### config.mk
export PLATFORM = sky130hd
export DESIGN_NAME = tdcc_div
export DESIGN_NICKNAME = d
export VERILOG_FILES = /design/src/design/tdcc_pkg.sv /design/src/design/tdcc_div.sv
export SDC_FILE = /design/constraint.sdc
export NUM_CORES = 1
export LEC_CHECK = 0
export ABC_AREA = 1
export BUFFER_PORTS_ARGS = -buffer_cell sky130_fd_sc_hd__clkbuf_2
export CAP_MARGIN = 20
export CORE_AREA = 2 2 118 143
export CTS_CLUSTER_SIZE = 12
export DETAILED_ROUTE_END_ITERATION = 8
export DIE_AREA = 0 0 120 145
export HOLD_SLACK_MARGIN = 0.08
export PLACE_DENSITY = 0.8
export SLEW_MARGIN = 15
export SYNTH_ARGS = -nofsm -noshare
export SYNTH_HDL_FRONTEND = slang
export SYNTH_SLANG_ARGS = --single-unit
### constraint.sdc
create_clock -name clk_i -period 6.5 [get_ports clk_i]
set_input_delay 0.65 -clock clk_i [delete_from_list [all_inputs] [get_ports clk_i]]
set_output_delay 0.65 -clock clk_i [all_outputs]
set_load 0.05 [all_outputs]
### src/design/tdcc_pkg.sv
// Shared types and constants of the TDC code density calibration block.
package tdcc_pkg;

  // Field widths fixed by the interface
  localparam int unsigned CfgW     = 11;
  localparam int unsigned ModReqW  = 3;
  localparam int unsigned ChanW    = 6;
  localparam int unsigned CodeW    = 10;
  localparam int unsigned QVALW    = 17;
  localparam int unsigned TotW     = 32;
  localparam int unsigned LobW     = 10;
  localparam int unsigned FracBits = 16;

  localparam logic [CfgW-1:0]  BinsReset = CfgW'(600);
  localparam logic [QVALW-1:0] Q16One    = QVALW'(65536);
  localparam logic [TotW-1:0]  TotMax    = '1;

  // Action codes
  localparam logic ActRecord = 1'b0;
  localparam logic ActRead   = 1'b1;

  // Sequencer states, one-hot
  typedef enum logic [4:0] {
    ST_CLEAR = 5'b00001,
    ST_IDLE  = 5'b00010,
    ST_REC   = 5'b00100,
    ST_WALK  = 5'b01000,
    ST_DIV   = 5'b10000
  } seq_state_e;

  // Port enables of the histogram store
  typedef struct packed {
    logic cnt_rd;
    logic cnt_wr;
    logic flag_rd;
    logic flag_wr;
  } mem_ctl_t;

endpackage

### src/design/tdcc_div.sv
// Restoring divider giving floor(num * 2^16 / den) for num <= den, one bit a cycle.
module tdcc_div #(
  parameter int unsigned W = 42
) (
  input  logic                       clk_i,
  input  logic                       rst_ni,
  input  logic                       start_i,
  input  logic [W-1:0]               num_i,
  input  logic [W-1:0]               den_i,
  output logic                       done_o,
  output logic [tdcc_pkg::QVALW-1:0] quot_o
);
  import tdcc_pkg::*;

  localparam int unsigned CntW = $clog2(FracBits + 1);

  logic             busy_q, busy_d;
  logic             done_q, done_d;
  logic [CntW-1:0]  cnt_q, cnt_d;
  logic [W:0]       rem_q, rem_d;
  logic [W-1:0]     den_q, den_d;
  logic [QVALW-1:0] quot_q, quot_d;
  logic [W:0]       rem_sh;
  logic             ge;

  always_comb begin
    // first step compares without shifting, the rest shift in a zero
    rem_sh = (cnt_q == '0) ? rem_q : {rem_q[W-1:0], 1'b0};
    ge     = rem_sh >= {1'b0, den_q};
    busy_d = busy_q;
    done_d = 1'b0;
    cnt_d  = cnt_q;
    rem_d  = rem_q;
    den_d  = den_q;
    quot_d = quot_q;
    if (start_i) begin
      busy_d = 1'b1;
      cnt_d  = '0;
      rem_d  = {1'b0, num_i};
      den_d  = den_i;
      quot_d = '0;
    end else if (busy_q) begin
      rem_d  = ge ? (rem_sh - {1'b0, den_q}) : rem_sh;
      quot_d = {quot_q[QVALW-2:0], ge};
      cnt_d  = cnt_q + CntW'(1);
      if (cnt_q == CntW'(FracBits)) begin
        busy_d = 1'b0;
        done_d = 1'b1;
      end
    end
  end

  always_ff @(posedge clk_i or negedge rst_ni) begin
    if (!rst_ni) begin
      busy_q <= 1'b0;
      done_q <= 1'b0;
      cnt_q  <= '0;
    end else begin
      busy_q <= busy_d;
      done_q <= done_d;
      cnt_q  <= cnt_d;
    end
  end

  always_ff @(posedge clk_i) begin
    rem_q  <= rem_d;
    den_q  <= den_d;
    quot_q <= quot_d;
  end

  assign done_o = done_q;
  assign quot_o = quot_q;

endmodule

==> impl_metrics.toml <==
[sta]
tns_ps = 0
worstMarginPinSlew_ps = 986
max_slew_margin_pct = 34.1
min_period_ps = 5070
max_freq_mhz = 197
rsz0062_at_grt = "no"
slew_violations = 0
fin_skew_ps = 9.63
fin_crit_sh_pct = 78.0
setup_viol_count_final = 0
hold_viol = 0

[critical_path]
crit_path_start_kind = "flip-flop"
worstReg2RegEnd = "rem_q[30]"
r2r_start = "cnt_q[1]"
endpoint_kind = "flip-flop"
cp_data_arrival_time_ps = 5190
cp.required_ps = 6620
path_class = "flip-flop to flip-flop"
worstPathMaxFanout = 48
rr_worst_depth = 19
rrSetupSlack_ps = 1430

[logic_synthesis]
syn_area_per_cell_um2 = 6.56
netlist_instances = 1323
synth-seq-cells = 109
syn-cell-area_um2 = 8680
synth_cell_types = 37
ys_seq_area_share_pct = 35.2
yosys_warnings = 0
syn_nets = 1455

[floorplan]
die_h_um = 145
core_area_um2 = 16000
initial_utilization_pct = 54.2
die_area_um2 = 17400
ios = 105
row_count = 51
die_x_um = 120

[power_and_ir_drop]
power_density_nw_per_um2 = 446
p_int_mw = 2.16
combinationalPowerShare_pct = 62.1
p_sw_share_pct = 49.8
p_sw_mw = 2.15
clkPwrFrac_pct = 14.0
ir_worst_vdd_mv = 0.261
p_leak_nw = 5.20
pwr-share-seq_pct = 23.9

[clocking]
cts_tree = "done"
clock_path_buffers = 2
numCtsBuffers = 9
cts-resized-gates = 0
clkSinkCount = 109
postCtsHoldBufs = 0
h-tree-depth = 3
clockRootBuffer = "clkbuf_16"
post-cts-setup-buffer-count = 0
clkTransAtPathRegs_ps = 90
clk_latency_ps = 370

[cells_and_area]
antennaDiodeCount = 0
final_cell_mix = "nand2_1 (482), inv_1 (262), clkbuf_2 (103)"
drive_gt1_share_pct = 9.48
final_common_cell = "nand2_1"
fin_nets = 1541
final_cells = 1626
fin_util_pct = 60.4
area_growth_syn_to_layout_pct = 11.4
nFillCells = 1609

[placement]
dp_cells = 1610
dp_hpwl_mm = 19.1
io_buffers = 104
place_congestion = 1.02

[global_route]
grt_pass1_vias = 8057
grtUsageTotal_pct = 28.5
gr-total-overflow = 0
grt_pass1_wl_mm = 38.9
grt_max_degree = 87
antenna_found_initial = 0

[drt]
drtIter0Drc = 507
route.detailed.drc = 0
drt_pass1_iterations = 6
vias_per_cell = 5.09
wirelength_mm = 24.5
antenna_left = 0
vias = 8281
avgRoutedWirePerCell_um = 15.1

[outcome]
outcome = "finished clean"

[job]
drv_cap = 0

[hold_path]
min_path_type = "input pin to asynchronous set/reset pin"
## final cells by class
cell class	count	area [um2]	share of cell area (%)
sequential	109	3060	31.6
clock inverter	7	101	1.05
clock buffer	9	225	2.33
timing repair buffer	108	553	5.72
multi-input combinational	917	4480	46.3
tap	212	265	2.74
inverter	264	991	10.2
## Yosys cell counts (all sizes together)
library cell,instances,area (um2)
xor2,1,8.76
nand4,9,56.3
ha,44,551
nand3b,32,240
nor3,8,40.0
dfxtp,18,360
nand2,484,1830
fa,1,20.0
o22ai,15,93.8
or2,1,6.26
dfrtp,7,175
and3,1,6.26
nand3,91,468
mux2,2,22.5
clkbuf,20,75.1
inv,262,983
a21oi,50,250
o21a,2,15.0
and2,2,12.5
o21bai,7,52.6
buf,13,77.6
clkinv,2,7.51
nor2,104,405
o21ai,39,199
o211ai,1,7.51
a21boi,1,7.51
xnor2,22,193
edfxtp,84,2520
## registers in the layout, indices dropped and copies added (netlist names)
name / count
quot_o: 17
busy_q: 1
done_o: 1
rem_q: 43
den_q: 42
cnt_q: 5
## metrics by stage
stage	area [um2]	power [mW]	hold slack, ps	setup WS [ps]
2_1_floorplan	8680	3.04	354	3290
3_3_place_gp	9350	3.64	464	1710
3_5_place_dp	9350	3.67	484	1510
4_1_cts	9680	4.30	88.5	1460
5_1_grt	9680	4.68	90.5	1080
6_report	9680	4.31	95.9	1430
## worst max-delay path, stage by stage (launching register included)
cell	delay, ps
dfrtp_1	400
inv_1	90
ha_1	240
nand3_4	410
buf_4	410
o21ai_0	280
ha_1	340
or2_2	310
nand3_1	80
nand2_1	120
nand2_1	80
nand2_1	100
nand2_1	100
nand2_1	80
nand2_2	730
nand2_4	590
nand2_1	210
nand2_1	60
nand2_1	50
nand2_1	80
## per-layer routing
metal / up-vias / global-route usage (%) / part of all wire, %
met2: 192 / 51.4 / 51
li1: 4293 / - / -
met1: 3742 / 32.6 / 41
met3: 54 / 3.73 / 3.6
met4: 0 / 14.1 / 4.6
met5: - / 0 / 0
## how the worst max path moves through the flow
stage                   from         to  slack (ps)  cells after the start
finish              cnt_q[1]  rem_q[30]        1430                     19
global route        cnt_q[1]  rem_q[32]        1080                     19
CTS                 cnt_q[1]  rem_q[30]        1460                     19
detailed placement  cnt_q[1]  rem_q[30]        1510                     19
global placement    cnt_q[0]  rem_q[30]        1710                     19
floorplan           cnt_q[0]  rem_q[27]        3290                     21
## cell families (layout without fill, tap and decap cells)
logic type,after synthesis,after routing,share of synthesized area (%)
compound gates,115,115,7.20
mux,2,2,0.259
xor+xnor,23,23,2.32
simple gates,732,732,35.3
flops,109,109,35.2
fa+ha+maj,45,45,6.57
buf+inv,297,388,13.2
## power groups by stage
stage	clock network, mW	logic [mW]	registers (mW)
global route	0.635	3.00	1.05
CTS	0.618	2.65	1.03
detailed placement	0	2.63	1.05
global placement	0	2.60	1.04
floorplan	0	2.00	1.04
finish	0.604	2.68	1.03
Power figures use the tool's default switching activity.
